**config.mk**
```make
export PLATFORM = sky130hd
export DESIGN_NAME = pack_template_directive_parser
export DESIGN_NICKNAME = d
export VERILOG_FILES = /design/src/design/pdp_pkg.sv /design/src/design/pdp_front.sv /design/src/design/pdp_queue.sv /design/src/design/pdp_back.sv /design/src/design/pack_template_directive_parser.sv
export SDC_FILE = /design/constraint.sdc
export NUM_CORES = 1
export LEC_CHECK = 0
export BUFFER_PORTS_ARGS = -buffer_cell sky130_fd_sc_hd__buf_2
export CAP_MARGIN = 5
export CELL_PAD_IN_SITES_DETAIL_PLACEMENT = 1
export CELL_PAD_IN_SITES_GLOBAL_PLACEMENT = 2
export CORE_MARGIN = 4
export CORE_UTILIZATION = 48
export CTS_CLUSTER_DIAMETER = 60
export DETAILED_ROUTE_END_ITERATION = 8
export PLACE_DENSITY_LB_ADDON = 0.08
export SLEW_MARGIN = 15
export SYNTH_ARGS = -nofsm -noshare
export SYNTH_HDL_FRONTEND = slang
export SYNTH_SLANG_ARGS = --single-unit
```
**constraint.sdc**
```tcl
create_clock -name clk -period 15.24 [get_ports clk]
set_input_delay 3.81 -clock clk [delete_from_list [all_inputs] [get_ports clk]]
set_output_delay 3.81 -clock clk [all_outputs]
set_load 0.01 [all_outputs]
```
**src/design/pdp_pkg.sv**
```systemverilog
package pdp_pkg;

  localparam int QDEPTH = 4;

  localparam logic [2:0] PH_IDLE    = 3'd0;
  localparam logic [2:0] PH_MODS    = 3'd1;
  localparam logic [2:0] PH_DIGITS  = 3'd2;
  localparam logic [2:0] PH_COMMENT = 3'd3;
  localparam logic [2:0] PH_ERROR   = 3'd4;

  localparam logic [2:0] ST_OK        = 3'd0;
  localparam logic [2:0] ST_UNSUP     = 3'd1;
  localparam logic [2:0] ST_UNKNOWN   = 3'd2;
  localparam logic [2:0] ST_BANG      = 3'd3;
  localparam logic [2:0] ST_DBL_ORDER = 3'd4;
  localparam logic [2:0] ST_TOO_BIG   = 3'd5;

  localparam logic [4:0] K_END     = 5'd0;
  localparam logic [4:0] K_SPACE   = 5'd1;
  localparam logic [4:0] K_COMMENT = 5'd2;
  localparam logic [4:0] K_INT     = 5'd3;
  localparam logic [4:0] K_UTF8    = 5'd4;
  localparam logic [4:0] K_BER     = 5'd5;
  localparam logic [4:0] K_FLOAT   = 5'd6;
  localparam logic [4:0] K_SPSTR   = 5'd7;
  localparam logic [4:0] K_NULSTR  = 5'd8;
  localparam logic [4:0] K_ZSTR    = 5'd9;
  localparam logic [4:0] K_BITSM   = 5'd10;
  localparam logic [4:0] K_BITSL   = 5'd11;
  localparam logic [4:0] K_HEXH    = 5'd12;
  localparam logic [4:0] K_HEXL    = 5'd13;
  localparam logic [4:0] K_UU      = 5'd14;
  localparam logic [4:0] K_MIME    = 5'd15;
  localparam logic [4:0] K_B64     = 5'd16;
  localparam logic [4:0] K_FIXSTR  = 5'd17;
  localparam logic [4:0] K_PTR     = 5'd18;
  localparam logic [4:0] K_MOVE    = 5'd19;
  localparam logic [4:0] K_BACK    = 5'd20;
  localparam logic [4:0] K_NULL    = 5'd21;

  localparam logic [1:0] SG_NA = 2'd0;
  localparam logic [1:0] SG_U  = 2'd1;
  localparam logic [1:0] SG_S  = 2'd2;

  localparam logic [2:0] BO_NA     = 3'd0;
  localparam logic [2:0] BO_AGN    = 3'd1;
  localparam logic [2:0] BO_NATIVE = 3'd2;
  localparam logic [2:0] BO_LITTLE = 3'd3;
  localparam logic [2:0] BO_BIG    = 3'd4;

  localparam logic [3:0] W_NA    = 4'd0;
  localparam logic [3:0] W_8     = 4'd1;
  localparam logic [3:0] W_16    = 4'd2;
  localparam logic [3:0] W_32    = 4'd3;
  localparam logic [3:0] W_64    = 4'd4;
  localparam logic [3:0] W_PTR   = 4'd5;
  localparam logic [3:0] W_INT   = 4'd6;
  localparam logic [3:0] W_SHORT = 4'd7;
  localparam logic [3:0] W_LONG  = 4'd8;
  localparam logic [3:0] W_LL    = 4'd9;

  localparam logic [1:0] CK_NA    = 2'd0;
  localparam logic [1:0] CK_FIXED = 2'd1;
  localparam logic [1:0] CK_MAX   = 2'd2;
  localparam logic [1:0] CK_REL   = 2'd3;

  localparam logic [1:0] ENC_START = 2'd0;
  localparam logic [1:0] ENC_ASCII = 2'd1;
  localparam logic [1:0] ENC_UTF8  = 2'd2;
  localparam logic [1:0] ENC_BIN   = 2'd3;

  localparam logic [63:0] CNT_LIMIT = 64'd1844674407370955161;

  typedef struct packed {
    logic [2:0]  status;
    logic [4:0]  kind;
    logic [1:0]  signedness;
    logic [2:0]  byte_order;
    logic [3:0]  width_code;
    logic [1:0]  count_kind;
    logic [63:0] count;
    logic [1:0]  encoding;
  } desc_t;

  typedef struct packed {
    desc_t d0;
    desc_t d1;
    logic  two;
  } entry_t;

  typedef struct packed {
    logic       ok;
    logic [4:0] k;
    logic [1:0] s;
    logic [2:0] b;
    logic [3:0] w;
    logic       f;
  } lk_t;

  function automatic lk_t lookup(input logic [7:0] c);
    lk_t r;
    r = '{ok: 1'b1, k: K_END, s: SG_NA, b: BO_NA, w: W_NA, f: 1'b0};
    case (c)
      "C": r = '{1'b1, K_INT, SG_U, BO_AGN, W_8, 1'b0};
      "S": r = '{1'b1, K_INT, SG_U, BO_NATIVE, W_16, 1'b0};
      "L": r = '{1'b1, K_INT, SG_U, BO_NATIVE, W_32, 1'b0};
      "Q": r = '{1'b1, K_INT, SG_U, BO_NATIVE, W_64, 1'b0};
      "J": r = '{1'b1, K_INT, SG_U, BO_NATIVE, W_PTR, 1'b0};
      "c": r = '{1'b1, K_INT, SG_S, BO_AGN, W_8, 1'b0};
      "s": r = '{1'b1, K_INT, SG_S, BO_NATIVE, W_16, 1'b0};
      "l": r = '{1'b1, K_INT, SG_S, BO_NATIVE, W_32, 1'b0};
      "q": r = '{1'b1, K_INT, SG_S, BO_NATIVE, W_64, 1'b0};
      "j": r = '{1'b1, K_INT, SG_S, BO_NATIVE, W_PTR, 1'b0};
      "I": r = '{1'b1, K_INT, SG_U, BO_NATIVE, W_INT, 1'b0};
      "i": r = '{1'b1, K_INT, SG_S, BO_NATIVE, W_INT, 1'b0};
      "n": r = '{1'b1, K_INT, SG_U, BO_BIG, W_16, 1'b1};
      "N": r = '{1'b1, K_INT, SG_U, BO_BIG, W_32, 1'b1};
      "v": r = '{1'b1, K_INT, SG_U, BO_LITTLE, W_16, 1'b1};
      "V": r = '{1'b1, K_INT, SG_U, BO_LITTLE, W_32, 1'b1};
      "U": r.k = K_UTF8;
      "w": r.k = K_BER;
      "D", "d": r = '{1'b1, K_FLOAT, SG_NA, BO_NATIVE, W_64, 1'b0};
      "F", "f": r = '{1'b1, K_FLOAT, SG_NA, BO_NATIVE, W_32, 1'b0};
      "E": r = '{1'b1, K_FLOAT, SG_NA, BO_LITTLE, W_64, 1'b0};
      "e": r = '{1'b1, K_FLOAT, SG_NA, BO_LITTLE, W_32, 1'b0};
      "G": r = '{1'b1, K_FLOAT, SG_NA, BO_BIG, W_64, 1'b0};
      "g": r = '{1'b1, K_FLOAT, SG_NA, BO_BIG, W_32, 1'b0};
      "A": r.k = K_SPSTR;
      "a": r.k = K_NULSTR;
      "Z": r.k = K_ZSTR;
      "B": r.k = K_BITSM;
      "b": r.k = K_BITSL;
      "H": r.k = K_HEXH;
      "h": r.k = K_HEXL;
      "u": r.k = K_UU;
      "M": r.k = K_MIME;
      "m": r.k = K_B64;
      "P": r.k = K_FIXSTR;
      "p": r.k = K_PTR;
      "@": r.k = K_MOVE;
      "X": r.k = K_BACK;
      "x": r.k = K_NULL;
      default: r.ok = 1'b0;
    endcase
    return r;
  endfunction

  function automatic desc_t mk(input logic [2:0] st, input logic [4:0] k,
                               input logic [1:0] sg, input logic [2:0] bo,
                               input logic [3:0] wc, input logic [1:0] ck,
                               input logic [63:0] cnt, input logic [1:0] enc);
    desc_t d;
    d = '{st, k, sg, bo, wc, ck, cnt, enc};
    return d;
  endfunction

endpackage

```
**src/design/pdp_front.sv**
```systemverilog
module pdp_front (
  input  logic              clk,
  input  logic              rst_n,
  input  logic              cfg_valid,
  input  logic              cfg_data,
  input  logic              acc,
  input  logic              cmd,
  input  logic [7:0]        ch,
  output logic              push,
  output pdp_pkg::entry_t   push_ent
);

  logic        mode_r;
  logic [2:0]  ph_r, ph_nxt;
  logic [4:0]  hk_r, hk_nxt;
  logic [1:0]  hs_r, hs_nxt;
  logic [2:0]  hb_r, hb_nxt;
  logic [3:0]  hw_r, hw_nxt;
  logic [1:0]  hck_r, hck_nxt;
  logic [63:0] hc_r, hc_nxt;
  logic        og_r, og_nxt;
  logic        fw_r, fw_nxt;
  logic [1:0]  enc_r, enc_nxt;

  logic [1:0]     n;
  logic           do_start;
  logic [63:0]    dig;
  pdp_pkg::desc_t d0, d1, dsc;
  pdp_pkg::lk_t   lk;

  assign dig = {60'd0, ch[3:0] - 4'd0};
  assign lk  = pdp_pkg::lookup(ch);

  always_comb begin
    ph_nxt = ph_r; hk_nxt = hk_r; hs_nxt = hs_r; hb_nxt = hb_r; hw_nxt = hw_r;
    hck_nxt = hck_r; hc_nxt = hc_r; og_nxt = og_r; fw_nxt = fw_r; enc_nxt = enc_r;
    n = 2'd0; d0 = '0; d1 = '0; dsc = '0; do_start = 1'b0;
    if (cmd) begin
      if (ph_r == pdp_pkg::PH_MODS || ph_r == pdp_pkg::PH_DIGITS) begin
        if (enc_nxt == pdp_pkg::ENC_START) enc_nxt = pdp_pkg::ENC_ASCII;
        if (hk_r == pdp_pkg::K_UTF8) begin
          if (enc_nxt == pdp_pkg::ENC_ASCII) enc_nxt = pdp_pkg::ENC_UTF8;
        end else if (hk_r != pdp_pkg::K_UU && hk_r != pdp_pkg::K_MIME &&
                     hk_r != pdp_pkg::K_B64) begin
          enc_nxt = pdp_pkg::ENC_BIN;
        end
        d0 = pdp_pkg::mk(pdp_pkg::ST_OK, hk_r, hs_r, hb_r, hw_r, hck_r, hc_r, enc_nxt);
        n = 2'd1;
      end
      if (enc_nxt == pdp_pkg::ENC_START) enc_nxt = pdp_pkg::ENC_ASCII;
      dsc = pdp_pkg::mk(pdp_pkg::ST_OK, pdp_pkg::K_END, 2'd0, 3'd0, 4'd0, 2'd0, 64'd0,
                        enc_nxt);
      if (n == 2'd0) d0 = dsc; else d1 = dsc;
      n = n + 2'd1;
      ph_nxt = pdp_pkg::PH_IDLE;
      enc_nxt = pdp_pkg::ENC_START;
    end else if (ph_r == pdp_pkg::PH_ERROR) begin
      n = 2'd0;
    end else if (ph_r == pdp_pkg::PH_COMMENT) begin
      if (ch == 8'h0a) do_start = 1'b1;
    end else if (ph_r == pdp_pkg::PH_DIGITS && ch >= "0" && ch <= "9") begin
      if (hc_r > pdp_pkg::CNT_LIMIT || (hc_r == pdp_pkg::CNT_LIMIT && dig > 64'd5)) begin
        if (enc_nxt == pdp_pkg::ENC_START) enc_nxt = pdp_pkg::ENC_ASCII;
        d0 = pdp_pkg::mk(pdp_pkg::ST_TOO_BIG, 5'd0, 2'd0, 3'd0, 4'd0, 2'd0, 64'd0,
                         enc_nxt);
        n = 2'd1;
        ph_nxt = pdp_pkg::PH_ERROR;
      end else begin
        hc_nxt = (hc_r << 3) + (hc_r << 1) + dig;
      end
    end else if (ph_r == pdp_pkg::PH_MODS && (ch == "_" || ch == "!")) begin
      if (hk_r != pdp_pkg::K_INT || fw_r || hw_r < pdp_pkg::W_16) begin
        if (enc_nxt == pdp_pkg::ENC_START) enc_nxt = pdp_pkg::ENC_ASCII;
        d0 = pdp_pkg::mk(pdp_pkg::ST_BANG, 5'd0, 2'd0, 3'd0, 4'd0, 2'd0, 64'd0, enc_nxt);
        n = 2'd1;
        ph_nxt = pdp_pkg::PH_ERROR;
      end else if (hw_r == pdp_pkg::W_16) hw_nxt = pdp_pkg::W_SHORT;
      else if (hw_r == pdp_pkg::W_32) hw_nxt = pdp_pkg::W_LONG;
      else if (hw_r == pdp_pkg::W_64) hw_nxt = pdp_pkg::W_LL;
    end else if (ph_r == pdp_pkg::PH_MODS && (ch == "<" || ch == ">")) begin
      if (og_r) begin
        if (enc_nxt == pdp_pkg::ENC_START) enc_nxt = pdp_pkg::ENC_ASCII;
        d0 = pdp_pkg::mk(pdp_pkg::ST_DBL_ORDER, 5'd0, 2'd0, 3'd0, 4'd0, 2'd0, 64'd0,
                         enc_nxt);
        n = 2'd1;
        ph_nxt = pdp_pkg::PH_ERROR;
      end else begin
        hb_nxt = (ch == "<") ? pdp_pkg::BO_LITTLE : pdp_pkg::BO_BIG;
        og_nxt = 1'b1;
      end
    end else if (ph_r == pdp_pkg::PH_MODS && ch >= "0" && ch <= "9") begin
      hck_nxt = pdp_pkg::CK_FIXED;
      hc_nxt = dig;
      ph_nxt = pdp_pkg::PH_DIGITS;
    end else if (ph_r == pdp_pkg::PH_MODS || ph_r == pdp_pkg::PH_DIGITS) begin
      if (ph_r == pdp_pkg::PH_MODS && ch == "*") begin
        hc_nxt = 64'd0;
        hck_nxt = pdp_pkg::CK_MAX;
        case (hk_r)
          pdp_pkg::K_NULL, pdp_pkg::K_BACK:
            hck_nxt = mode_r ? pdp_pkg::CK_MAX : pdp_pkg::CK_FIXED;
          pdp_pkg::K_MOVE: hck_nxt = mode_r ? pdp_pkg::CK_REL : pdp_pkg::CK_FIXED;
          pdp_pkg::K_UU: hck_nxt = pdp_pkg::CK_FIXED;
          pdp_pkg::K_FIXSTR: begin
            if (!mode_r) begin
              hck_nxt = pdp_pkg::CK_FIXED;
              hc_nxt = 64'd1;
            end
          end
          pdp_pkg::K_MIME, pdp_pkg::K_B64: begin
            hck_nxt = pdp_pkg::CK_FIXED;
            hc_nxt = 64'd1;
          end
          default: hck_nxt = pdp_pkg::CK_MAX;
        endcase
      end else begin
        do_start = 1'b1;
      end
      if (enc_nxt == pdp_pkg::ENC_START) enc_nxt = pdp_pkg::ENC_ASCII;
      if (hk_r == pdp_pkg::K_UTF8) begin
        if (enc_nxt == pdp_pkg::ENC_ASCII) enc_nxt = pdp_pkg::ENC_UTF8;
      end else if (hk_r != pdp_pkg::K_UU && hk_r != pdp_pkg::K_MIME &&
                   hk_r != pdp_pkg::K_B64) begin
        enc_nxt = pdp_pkg::ENC_BIN;
      end
      d0 = pdp_pkg::mk(pdp_pkg::ST_OK, hk_r, hs_r, hb_r, hw_r, hck_nxt, hc_nxt, enc_nxt);
      n = 2'd1;
      ph_nxt = pdp_pkg::PH_IDLE;
    end else begin
      do_start = 1'b1;
    end

    if (do_start) begin
      ph_nxt = pdp_pkg::PH_IDLE;
      if (ch == " " || ch == 8'h09 || ch == 8'h0a || ch == 8'h0b || ch == 8'h0c ||
          ch == 8'h0d || ch == "#" || ch == "%" || !lk.ok) begin
        if (enc_nxt == pdp_pkg::ENC_START) enc_nxt = pdp_pkg::ENC_ASCII;
        if (ch == "#") begin
          dsc = pdp_pkg::mk(pdp_pkg::ST_OK, pdp_pkg::K_COMMENT, 2'd0, 3'd0, 4'd0, 2'd0,
                            64'd0, enc_nxt);
          ph_nxt = pdp_pkg::PH_COMMENT;
        end else if (ch == "%") begin
          dsc = pdp_pkg::mk(pdp_pkg::ST_UNSUP, 5'd0, 2'd0, 3'd0, 4'd0, 2'd0, 64'd0,
                            enc_nxt);
          ph_nxt = pdp_pkg::PH_ERROR;
        end else if (!lk.ok && ch != " " && (ch < 8'h09 || ch > 8'h0d)) begin
          dsc = pdp_pkg::mk(pdp_pkg::ST_UNKNOWN, 5'd0, 2'd0, 3'd0, 4'd0, 2'd0, 64'd0,
                            enc_nxt);
          ph_nxt = pdp_pkg::PH_ERROR;
        end else begin
          dsc = pdp_pkg::mk(pdp_pkg::ST_OK, pdp_pkg::K_SPACE, 2'd0, 3'd0, 4'd0, 2'd0,
                            64'd0, enc_nxt);
        end
        if (n == 2'd0) d0 = dsc; else d1 = dsc;
        n = n + 2'd1;
      end else begin
        hk_nxt = lk.k; hs_nxt = lk.s; hb_nxt = lk.b; hw_nxt = lk.w; fw_nxt = lk.f;
        og_nxt = 1'b0;
        hck_nxt = pdp_pkg::CK_FIXED;
        hc_nxt = (mode_r && lk.k == pdp_pkg::K_MOVE) ? 64'd0 : 64'd1;
        ph_nxt = pdp_pkg::PH_MODS;
      end
    end
  end

  assign push     = acc && (n != 2'd0);
  assign push_ent = '{d0: d0, d1: d1, two: n[1]};

  always_ff @(posedge clk) begin
    if (!rst_n) begin
      mode_r <= 1'b0;
      ph_r <= pdp_pkg::PH_IDLE;
      hk_r <= '0; hs_r <= '0; hb_r <= '0; hw_r <= '0; hck_r <= '0; hc_r <= '0;
      og_r <= 1'b0; fw_r <= 1'b0;
      enc_r <= pdp_pkg::ENC_START;
    end else begin
      if (cfg_valid) mode_r <= cfg_data;
      if (acc) begin
        ph_r <= ph_nxt; hk_r <= hk_nxt; hs_r <= hs_nxt; hb_r <= hb_nxt; hw_r <= hw_nxt;
        hck_r <= hck_nxt; hc_r <= hc_nxt; og_r <= og_nxt; fw_r <= fw_nxt;
        enc_r <= enc_nxt;
      end
    end
  end

endmodule

```
**src/design/pdp_queue.sv**
```systemverilog
module pdp_queue #(
  parameter int DEPTH = pdp_pkg::QDEPTH
) (
  input  logic            clk,
  input  logic            rst_n,
  input  logic            push,
  input  pdp_pkg::entry_t push_ent,
  input  logic            pop,
  output pdp_pkg::entry_t pop_ent,
  output logic            nonempty,
  output logic            full
);

  localparam int AW = (DEPTH > 1) ? $clog2(DEPTH) : 1;
  localparam int CW = $clog2(DEPTH + 1);

  pdp_pkg::entry_t mem [DEPTH];
  logic [AW-1:0] wp_r, rp_r;
  logic [CW-1:0] cnt_r;

  assign nonempty = cnt_r != '0;
  assign full     = cnt_r == CW'(DEPTH);
  assign pop_ent  = mem[rp_r];

  always_ff @(posedge clk) begin
    if (push) mem[wp_r] <= push_ent;
  end

  always_ff @(posedge clk) begin
    if (!rst_n) begin
      wp_r <= '0; rp_r <= '0; cnt_r <= '0;
    end else begin
      if (push) wp_r <= (wp_r == AW'(DEPTH - 1)) ? '0 : wp_r + AW'(1);
      if (pop) rp_r <= (rp_r == AW'(DEPTH - 1)) ? '0 : rp_r + AW'(1);
      if (push && !pop) cnt_r <= cnt_r + CW'(1);
      else if (pop && !push) cnt_r <= cnt_r - CW'(1);
    end
  end

  a_no_overflow: assert property (@(posedge clk) disable iff (!rst_n)
    cnt_r <= CW'(DEPTH)) else $error("queue count beyond depth");
  a_pop_nonempty: assert property (@(posedge clk) disable iff (!rst_n)
    pop |-> nonempty) else $error("pop from empty queue");
  a_push_grows: assert property (@(posedge clk) disable iff (!rst_n)
    push && !pop |=> cnt_r == $past(cnt_r) + CW'(1)) else $error("push lost");

endmodule

```
**src/design/pdp_back.sv**
```systemverilog
module pdp_back (
  input  logic            clk,
  input  logic            rst_n,
  input  logic            q_nonempty,
  input  pdp_pkg::entry_t q_ent,
  output logic            pop,
  output logic            out_tvalid,
  input  logic            out_tready,
  output logic [87:0]     out_tdata,
  output logic            out_tlast
);

  logic            busy_r;
  logic            second_r;
  pdp_pkg::entry_t ent_r;
  pdp_pkg::desc_t  cur;
  logic            fire;

  assign cur        = second_r ? ent_r.d1 : ent_r.d0;
  assign out_tvalid = busy_r;
  assign out_tlast  = second_r || !ent_r.two;
  assign out_tdata  = {3'd0, cur.encoding, cur.count, cur.count_kind, cur.width_code,
                       cur.byte_order, cur.signedness, cur.kind, cur.status};
  assign fire       = busy_r && out_tready;
  assign pop        = q_nonempty && (!busy_r || (fire && out_tlast));

  always_ff @(posedge clk) begin
    if (pop) ent_r <= q_ent;
  end

  always_ff @(posedge clk) begin
    if (!rst_n) begin
      busy_r <= 1'b0;
      second_r <= 1'b0;
    end else if (pop) begin
      busy_r <= 1'b1;
      second_r <= 1'b0;
    end else if (fire) begin
      if (out_tlast) busy_r <= 1'b0;
      else second_r <= 1'b1;
    end
  end

endmodule

```
**src/design/pack_template_directive_parser.sv**
```systemverilog
// Template directive parser.
// in_*  : one template beat per handshake; tuser is cmd (1 = end of template),
//         tdata is the character byte.
// cfg_* : one-bit mode write (0 pack, 1 unpack), always ready; write only while idle.
// out_* : one descriptor per beat; tlast marks the last descriptor of an input beat.
// An input beat is parsed in the cycle it is accepted; its descriptors, if any (one
// or two), enter a QDEPTH-entry queue. The back end registers a queue entry and sends
// one descriptor per cycle while out_tready is high; a descriptor passes through the
// queue and then the back-end entry register. The input side takes one beat per cycle
// while the queue is not full; both descriptors of a beat are sent from one register.
// in_tready drops only when the queue is full; a stalled receiver fills the queue
// and then holds the input side. Reset clears the parser to idle, the encoding to
// start, the mode to pack and empties the queue.
module pack_template_directive_parser #(
  parameter int QDEPTH = pdp_pkg::QDEPTH
) (
  input  logic        clk,
  input  logic        rst_n,
  input  logic        in_tvalid,
  output logic        in_tready,
  input  logic [7:0]  in_tdata,   // [7:0] ch
  input  logic        in_tuser,   // [0] cmd
  input  logic        cfg_valid,
  output logic        cfg_ready,
  input  logic        cfg_data,
  output logic        out_tvalid,
  input  logic        out_tready,
  // [2:0] status, [7:3] kind, [9:8] signedness, [12:10] byte_order,
  // [16:13] width_code, [18:17] count_kind, [82:19] count, [84:83] encoding
  output logic [87:0] out_tdata,
  output logic        out_tlast
);

  logic            acc, push, pop, q_nonempty, q_full;
  pdp_pkg::entry_t push_ent, q_ent;

  assign cfg_ready = 1'b1;
  assign in_tready = !q_full;
  assign acc       = in_tvalid && in_tready;

  pdp_front u_front (
    .clk, .rst_n, .cfg_valid, .cfg_data, .acc,
    .cmd(in_tuser), .ch(in_tdata), .push, .push_ent
  );

  pdp_queue #(.DEPTH(QDEPTH)) u_queue (
    .clk, .rst_n, .push, .push_ent, .pop, .pop_ent(q_ent),
    .nonempty(q_nonempty), .full(q_full)
  );

  pdp_back u_back (
    .clk, .rst_n, .q_nonempty, .q_ent, .pop,
    .out_tvalid, .out_tready, .out_tdata, .out_tlast
  );

endmodule
```
==> flow_results.xml, run 1 <==
<?xml version="1.0" encoding="UTF-8"?>
<metrics>
  <group name="run_status">
    <metric name="status" unit="">complete, no violations</metric>
  </group>
  <group name="clock_network">
    <metric name="cts_repair_resize_count" unit="">0</metric>
    <metric name="cts_tree" unit="">built</metric>
    <metric name="numCtsBuffers" unit="">57</metric>
    <metric name="clk-insertion-delay-late" unit="ns">0.63</metric>
    <metric name="clkTransAtPathRegs" unit="ns">0.07</metric>
    <metric name="cts_max_level" unit="">2</metric>
    <metric name="ctsHoldBuffers" unit="">0</metric>
    <metric name="clock-root-buffer" unit="">sky130_fd_sc_hd__clkbuf_16</metric>
    <metric name="cts_max_path_buffers" unit="">3</metric>
    <metric name="post_cts_buffers" unit="">0</metric>
    <metric name="tritoncts_num_sinks" unit="">557</metric>
  </group>
  <group name="timing">
    <metric name="worstMarginPinSlew" unit="ns">0.973</metric>
    <metric name="post_route_hold_slack" unit="ns">0.507</metric>
    <metric name="slew-limit-headroom" unit="%">33.5</metric>
    <metric name="finalCritPeriodShare" unit="%">53.9</metric>
    <metric name="rsz0062_at_grt" unit="">no</metric>
    <metric name="setup-tns-final" unit="ns">0</metric>
    <metric name="final.min_clock_period" unit="ns">8.21</metric>
    <metric name="max_freq" unit="MHz">122</metric>
    <metric name="setup-violations-final" unit="">0</metric>
    <metric name="slew_violations" unit="">0</metric>
    <metric name="timing.final.hold_violations" unit="">0</metric>
    <metric name="finalClockSkew" unit="ns">0.0260</metric>
  </group>
  <group name="hold_path">
    <metric name="holdPathEnd" unit="">u_front.hck_r[1]</metric>
    <metric name="hold_path.startpoint" unit="">u_front.hck_r[1]</metric>
    <metric name="hold_path_class" unit="">flop to flop</metric>
    <metric name="number_of_cells_traversed_by_the_worst_hold_path" unit="">2</metric>
  </group>
  <group name="synth">
    <metric name="yosys_warnings" unit="">0</metric>
    <metric name="asyncSetResetFlopFracSynth" unit="%">0</metric>
    <metric name="syn_area" unit="um^2">27900</metric>
    <metric name="synth.ff_latch_count" unit="">557</metric>
    <metric name="edff_count_synth" unit="">460</metric>
    <metric name="synth.distinct_cells" unit="">103</metric>
    <metric name="synth_top_family_by_area" unit="">simple AND/OR/NAND/NOR gates</metric>
    <metric name="syn-instance-count" unit="">2166</metric>
    <metric name="synth-xor-area-share" unit="%">1.98</metric>
    <metric name="fraction_of_the_mapped_netlist_area_in_compound_gates" unit="%">12.0</metric>
    <metric name="synthMuxAreaShare" unit="%">8.08</metric>
    <metric name="top_cells_by_area_in_the_synthesized_netlist" unit="">sky130_fd_sc_hd__edfxtp_1, sky130_fd_sc_hd__mux4_2, sky130_fd_sc_hd__dfxtp_1</metric>
    <metric name="synthDominantCellAreaShare" unit="%">49.5</metric>
    <metric name="yosysTopAreaCell" unit="">sky130_fd_sc_hd__edfxtp_1</metric>
    <metric name="synth_simple_gate_area_share" unit="%">13.0</metric>
    <metric name="yosys.area_share.adder" unit="%">6.00</metric>
    <metric name="yosysSeqAreaShare" unit="%">56.5</metric>
    <metric name="postSynth.topFlopCell" unit="">sky130_fd_sc_hd__edfxtp_1</metric>
    <metric name="synth_area_per_cell" unit="um^2">12.9</metric>
  </group>
  <group name="run">
    <metric name="max_cap_viol_count" unit="">0</metric>
  </group>
  <group name="grt">
    <metric name="grt-ovfl-total" unit="">0</metric>
    <metric name="number_of_global_route_vias_before_repair" unit="">19200</metric>
    <metric name="global_route.usage.total" unit="%">24.2</metric>
    <metric name="maximum_number_of_pins_on_one_net_before_global_route_repair" unit="">82</metric>
    <metric name="grt_first_pass_wirelength" unit="mm">118</metric>
    <metric name="initial_antenna_violation_count" unit="">5</metric>
  </group>
  <group name="routing">
    <metric name="vias_per_cell" unit="">6.06</metric>
    <metric name="residual_antenna_violating_net_count_after_detailed_routing" unit="">0</metric>
    <metric name="post_dr_wirelength_cell" unit="um">25.0</metric>
    <metric name="detailroute.via_count" unit="">18400</metric>
    <metric name="drt_first_pass_iters" unit="">7</metric>
    <metric name="drc" unit="">0</metric>
    <metric name="drt_wl_total" unit="mm">76.1</metric>
    <metric name="drt-initial-drc-count" unit="">1408</metric>
  </group>
  <group name="final_layout">
    <metric name="area_growth" unit="%">10.6</metric>
    <metric name="stdcell_area" unit="um^2">30800</metric>
    <metric name="final.fill_count" unit="">5747</metric>
    <metric name="antenna_cells" unit="">0</metric>
    <metric name="final_cell_count_no_fill" unit="">3040</metric>
    <metric name="mostFrequentLayoutCells" unit="">sky130_fd_sc_hd__edfxtp_1, sky130_fd_sc_hd__nand2_1, sky130_fd_sc_hd__nor2_1, sky130_fd_sc_hd__ha_1, sky130_fd_sc_hd__a21oi_1</metric>
    <metric name="post_route_cells_drive_above_1_share" unit="%">15.9</metric>
    <metric name="layout_commonest_cell" unit="">sky130_fd_sc_hd__edfxtp_1</metric>
    <metric name="fin_nets" unit="">2374</metric>
  </group>
  <group name="die">
    <metric name="floorplan.die_area" unit="um^2">62000</metric>
    <metric name="floorplan.die.height" unit="um">249</metric>
    <metric name="core" unit="um^2">57600</metric>
    <metric name="core.rowCount" unit="">88</metric>
    <metric name="initial_core_util" unit="%">48.4</metric>
    <metric name="design.portCount" unit="">107</metric>
    <metric name="die_w" unit="um">249</metric>
  </group>
  <group name="pwr">
    <metric name="ir_worst_vdd" unit="uV">98.7</metric>
    <metric name="cellLeakagePower" unit="nW">11.4</metric>
    <metric name="power" unit="mW">4.37</metric>
    <metric name="power.density" unit="nW/um^2">142</metric>
  </group>
  <group name="critical_path">
    <metric name="arrival" unit="ns">8.44</metric>
    <metric name="worst_ep_required_time" unit="ns">15.47</metric>
    <metric name="reg2reg_depth" unit="">14</metric>
    <metric name="critPathMaxFanout" unit="">49</metric>
    <metric name="r2r-end" unit="">u_queue.mem[0][102]</metric>
    <metric name="worst_r2r_startpoint" unit="">u_front.hc_r[7]</metric>
    <metric name="start_kind" unit="">primary input</metric>
    <metric name="worst_r2r_setup_slack" unit="ns">9.78</metric>
    <metric name="timing.critical_path.to_type" unit="">flop</metric>
    <metric name="timing_worst_setup_path_type" unit="">primary input to flop</metric>
  </group>
  <group name="place">
    <metric name="gp_congestion" unit="">0.893</metric>
    <metric name="detailed_place_hpwl" unit="mm">53.9</metric>
    <metric name="post-place-cells" unit="">2933</metric>
    <metric name="placed_area" unit="um^2">28900</metric>
    <metric name="port-buffer-count" unit="">102</metric>
  </group>
</metrics>
worst max-delay path by stage:
stage | start | end | depth (start not counted)
floorplan | out_tready | u_queue.cnt_r[2] | 9
global placement | in_tdata[2] | u_queue.mem[0][87] | 14
detailed placement | in_tdata[0] | u_queue.mem[0][78] | 14
CTS | in_tdata[2] | u_queue.mem[0][102] | 14
global route | in_tdata[2] | u_queue.mem[0][102] | 14
finish | in_tdata[2] | u_queue.mem[0][102] | 14
kinds of logic (layout without fill, tap and decap cells):
kind of cell,count (synthesis),after routing
muxes,109,109
AOI/OAI and AO/OA,478,478
and+or+nand+nor,675,675
other,2,4
xor gates and xnor gates,63,63
buffers and inverters,150,257
adders and majority gates,132,132
DFF,557,557
through the flow:
| step | utilization, % | worst slack, ns |
|---|---|---|
| 2_1_floorplan | - | 5.07 |
| 3_3_place_gp | 50.3 | 6.57 |
| 3_5_place_dp | 50.3 | 6.44 |
| 4_1_cts | 53.5 | 7.07 |
| 5_1_grt | 53.5 | 6.63 |
| 6_report | 53.5 | 7.03 |
worst max-delay path: stages:
cell and delay [ns]:
sky130_fd_sc_hd__buf_2 0.32, sky130_fd_sc_hd__o21ai_0 0.39, sky130_fd_sc_hd__nand2_1 0.15, sky130_fd_sc_hd__nor3_1 0.58
sky130_fd_sc_hd__and2_1 0.32, sky130_fd_sc_hd__nand2_2 0.28, sky130_fd_sc_hd__and3_1 0.27, sky130_fd_sc_hd__a21oi_1 0.12
sky130_fd_sc_hd__ha_1 0.14, sky130_fd_sc_hd__inv_1 0.04, sky130_fd_sc_hd__a311o_1 0.26, sky130_fd_sc_hd__nand2_1 0.28
sky130_fd_sc_hd__and2_4 0.66, sky130_fd_sc_hd__buf_4 0.73
synthesized netlist by cell type, types with 16 or more instances:
master,instances
sky130_fd_sc_hd__a211oi_1,19
sky130_fd_sc_hd__a21o_1,35
sky130_fd_sc_hd__a21oi_1,117
sky130_fd_sc_hd__a22o_1,36
sky130_fd_sc_hd__a31oi_1,16
sky130_fd_sc_hd__and2_1,94
sky130_fd_sc_hd__and3_1,18
sky130_fd_sc_hd__buf_2,17
sky130_fd_sc_hd__clkbuf_1,67
sky130_fd_sc_hd__dfxtp_1,97
sky130_fd_sc_hd__edfxtp_1,460
sky130_fd_sc_hd__ha_1,129
sky130_fd_sc_hd__inv_1,28
sky130_fd_sc_hd__mux4_2,92
sky130_fd_sc_hd__nand2_1,141
sky130_fd_sc_hd__nand2b_1,21
sky130_fd_sc_hd__nand3_1,46
sky130_fd_sc_hd__nand4_1,18
sky130_fd_sc_hd__nor2_1,137
sky130_fd_sc_hd__nor2b_1,92
sky130_fd_sc_hd__nor3_1,30
sky130_fd_sc_hd__o21ai_0,78
sky130_fd_sc_hd__xnor2_1,38
sky130_fd_sc_hd__xor2_1,25
per-layer routing:
| layer | GRT usage, % | vias up | wire, um |
|---|---|---|---|
| met5 | 0 | - | 0 |
| met1 | 36.6 | 9377 | 35900 |
| met3 | 3.27 | 100 | 4020 |
| met4 | 5.85 | 0 | 1740 |
| met2 | 37.7 | 462 | 34400 |
| li1 | - | 8485 | - |
cell type report:
cell class / instances / area, um^2 / share of cell area (%)
Inverter: 31 / 116 / 0.377
Tap cell: 765 / 957 / 3.10
Sequential cell: 557 / 15800 / 51.1
Clock buffer: 73 / 1530 / 4.96
Timing Repair Buffer: 119 / 638 / 2.07
Clock inverter: 34 / 353 / 1.14
Multi-Input combinational cell: 1461 / 11500 / 37.2
state kept, by name (all words and copies together) (netlist names), 2 cells and up:
name	count
u_back.ent_r	92
u_queue.cnt_r	3
u_front.hc_r	64
u_front.hw_r	4
u_queue.mem	368
u_front.hs_r	2
u_front.hb_r	3
u_queue.rp_r	2
u_front.hck_r	2
u_front.ph_r	3
u_front.enc_r	2
u_front.hk_r	5
u_queue.wp_r	2
power breakdown:
part / switching (mW) / internal, mW
sequential: 0.102 / 1.94
clock: 0.603 / 0.773
combinational: 0.527 / 0.418
total: 1.23 / 3.14
Note: power is estimated with default switching activity, not from simulation.
==> run 2, diff against run 1 <==
CORE_UTILIZATION = 44   (was 48)
clock period = 7.9 ns   (was 15.24 ns; I/O delays follow)
==> flow_results.xml, run 2 (synthesis gave the netlist of run 1 again) <==
<?xml version="1.0" encoding="UTF-8"?>
<metrics>
  <group name="critical_path">
    <metric name="critPathMaxFanout" unit="">56</metric>
    <metric name="worst_ep_required_time" unit="ns">8.16</metric>
    <metric name="arrival" unit="ns">6.21</metric>
    <metric name="start_kind" unit="">primary input</metric>
    <metric name="timing_worst_setup_path_type" unit="">primary input to flop</metric>
    <metric name="timing.critical_path.to_type" unit="">flop</metric>
  </group>
  <group name="place">
    <metric name="port-buffer-count" unit="">102</metric>
    <metric name="gp_congestion" unit="">0.854</metric>
    <metric name="detailed_place_hpwl" unit="mm">54.4</metric>
    <metric name="pre_cts_ws" unit="ns">1.35</metric>
  </group>
  <group name="timing">
    <metric name="worstMarginPinSlew" unit="ns">1.02</metric>
    <metric name="setup-violations-final" unit="">0</metric>
    <metric name="rsz0062_at_grt" unit="">no</metric>
    <metric name="timing.final.hold_violations" unit="">0</metric>
    <metric name="final.min_clock_period" unit="ns">5.95</metric>
    <metric name="setup_ws_final" unit="ns">1.95</metric>
    <metric name="slew-limit-headroom" unit="%">31.8</metric>
    <metric name="setup-tns-final" unit="ns">0</metric>
    <metric name="post_route_hold_slack" unit="ns">0.500</metric>
    <metric name="slew_violations" unit="">0</metric>
    <metric name="max_freq" unit="MHz">168</metric>
    <metric name="finalClockSkew" unit="ns">0.0156</metric>
    <metric name="finalCritPeriodShare" unit="%">75.4</metric>
  </group>
  <group name="final_layout">
    <metric name="layout_commonest_cell" unit="">sky130_fd_sc_hd__edfxtp_1</metric>
    <metric name="mostFrequentLayoutCells" unit="">sky130_fd_sc_hd__edfxtp_1, sky130_fd_sc_hd__nand2_1, sky130_fd_sc_hd__nor2_1, sky130_fd_sc_hd__ha_1, sky130_fd_sc_hd__a21oi_1</metric>
    <metric name="area_growth" unit="%">11.1</metric>
    <metric name="fin_nets" unit="">2373</metric>
    <metric name="regMostFlops" unit="">u_queue.mem</metric>
    <metric name="post_route_cells_drive_above_1_share" unit="%">15.9</metric>
    <metric name="largest_register_ffs" unit="">368</metric>
    <metric name="biggestRegsByFlops" unit="">u_queue.mem x368, u_back.ent_r x92, u_front.hc_r x64</metric>
  </group>
  <group name="die">
    <metric name="core.rowCount" unit="">92</metric>
    <metric name="core" unit="um^2">62900</metric>
    <metric name="floorplan.die.height" unit="um">260</metric>
    <metric name="initial_core_util" unit="%">44.4</metric>
    <metric name="floorplan.die_area" unit="um^2">67500</metric>
    <metric name="design.portCount" unit="">107</metric>
    <metric name="die_w" unit="um">260</metric>
  </group>
  <group name="pwr">
    <metric name="power.density" unit="nW/um^2">272</metric>
    <metric name="power" unit="mW">8.44</metric>
    <metric name="cellLeakagePower" unit="nW">11.4</metric>
    <metric name="ir_worst_vdd" unit="uV">252</metric>
  </group>
  <group name="grt">
    <metric name="initial_antenna_violation_count" unit="">5</metric>
    <metric name="global_route.usage.total" unit="%">22.5</metric>
    <metric name="grt-ovfl-total" unit="">0</metric>
    <metric name="grt_first_pass_wirelength" unit="mm">118</metric>
    <metric name="number_of_global_route_vias_before_repair" unit="">18900</metric>
    <metric name="maximum_number_of_pins_on_one_net_before_global_route_repair" unit="">71</metric>
  </group>
  <group name="hold_path">
    <metric name="hold_path_class" unit="">flop to flop</metric>
  </group>
  <group name="routing">
    <metric name="drt-initial-drc-count" unit="">1324</metric>
    <metric name="residual_antenna_violating_net_count_after_detailed_routing" unit="">0</metric>
    <metric name="post_dr_wirelength_cell" unit="um">24.4</metric>
    <metric name="vias_per_cell" unit="">5.87</metric>
    <metric name="drc" unit="">0</metric>
    <metric name="detailroute.via_count" unit="">18300</metric>
    <metric name="drt_wl_total" unit="mm">76.3</metric>
    <metric name="drt_first_pass_iters" unit="">6</metric>
  </group>
  <group name="clock_network">
    <metric name="clk-insertion-delay-late" unit="ns">0.61</metric>
    <metric name="numCtsBuffers" unit="">54</metric>
    <metric name="cts_tree" unit="">built</metric>
    <metric name="post_cts_buffers" unit="">0</metric>
    <metric name="tritoncts_num_sinks" unit="">557</metric>
    <metric name="ctsHoldBuffers" unit="">0</metric>
    <metric name="clock-root-buffer" unit="">sky130_fd_sc_hd__clkbuf_16</metric>
    <metric name="cts_repair_resize_count" unit="">0</metric>
    <metric name="clkTransAtPathRegs" unit="ns">0.06</metric>
    <metric name="cts_max_path_buffers" unit="">3</metric>
    <metric name="cts_max_level" unit="">2</metric>
  </group>
  <group name="run_status">
    <metric name="status" unit="">complete, no violations</metric>
  </group>
  <group name="run">
    <metric name="max_cap_viol_count" unit="">0</metric>
  </group>
</metrics>
[run 2: cell types whose count changed in the layout (fill, tap and decap cells not counted), sizes merged]
cell and change:
buf +2, bufinv +3, clkbuf -4, clkinv -5, clkinvlp +1, diode +3
[run 2: path summary, 6_finish.rpt]
kind                                  startpoint                  end  slack, ns  depth (start not counted)
worst max-delay path                 in_tdata[0]  u_queue.mem[1][124]       1.95                         14
worst max register to register  u_front.hc_r[44]  u_queue.mem[1][124]       2.61                         14
worst min register to register  u_front.hck_r[1]     u_front.hck_r[1]       0.50                          2
worst min-delay path            u_front.hck_r[1]     u_front.hck_r[1]       0.50                          2
[run 2: layout make-up]
type,count,area [um^2]
diodes,3,7.51
clock buffers,69,1460
clock inverters,33,400
fillers,6394,31900
inverters,31,116
multi-input cells,1461,11500
flip-flops and latches,557,15800
well taps,846,1060
repair buffers,121,703
[run 2: power by group]
| part | internal [mW] | leakage (nW) | switching (mW) |
|---|---|---|---|
| Clock | 1.53 | 0.904 | 1.14 |
| Sequential | 3.75 | 5.08 | 0.229 |
| Combinational | 0.814 | 5.38 | 0.985 |
[run 2: routing by layer]
layer | routed length, um | share of wire, % | up-vias | global-route usage, %
li1 | - | - | 8476 | -
met1 | 37200 | 49 | 9425 | 34.8
met2 | 34700 | 46 | 361 | 34.9
met3 | 3350 | 4.4 | 64 | 2.71
met4 | 980 | 1.3 | 0 | 3.93
met5 | 0 | 0 | - | 0
[run 2: through the flow]
| step | util [%] | cells | instance area (um^2) |
|---|---|---|---|
| 6_report | 49.3 | 3121 | 31000 |
| 5_1_grt | 49.3 | 3118 | 31000 |
| 4_1_cts | 49.3 | 3118 | 31000 |
| 3_5_place_dp | 46.3 | 3016 | 29100 |
| 3_3_place_gp | 46.3 | 3016 | 29100 |
| 2_1_floorplan | - | 2168 | 27900 |
[run 2: worst max-delay path, stage by stage]
cell and delay [ns]:
sky130_fd_sc_hd__buf_2 0.50, sky130_fd_sc_hd__or4b_4 0.59, sky130_fd_sc_hd__o32ai_2 0.25, sky130_fd_sc_hd__and2_0 0.39, sky130_fd_sc_hd__nand2b_1 0.17, sky130_fd_sc_hd__o211ai_1 0.17
sky130_fd_sc_hd__and3_1 0.20, sky130_fd_sc_hd__a21oi_1 0.05, sky130_fd_sc_hd__ha_1 0.29, sky130_fd_sc_hd__inv_1 0.04, sky130_fd_sc_hd__a311o_1 0.25, sky130_fd_sc_hd__nand2_1 0.26
sky130_fd_sc_hd__and2_4 0.60, sky130_fd_sc_hd__buf_12 0.40
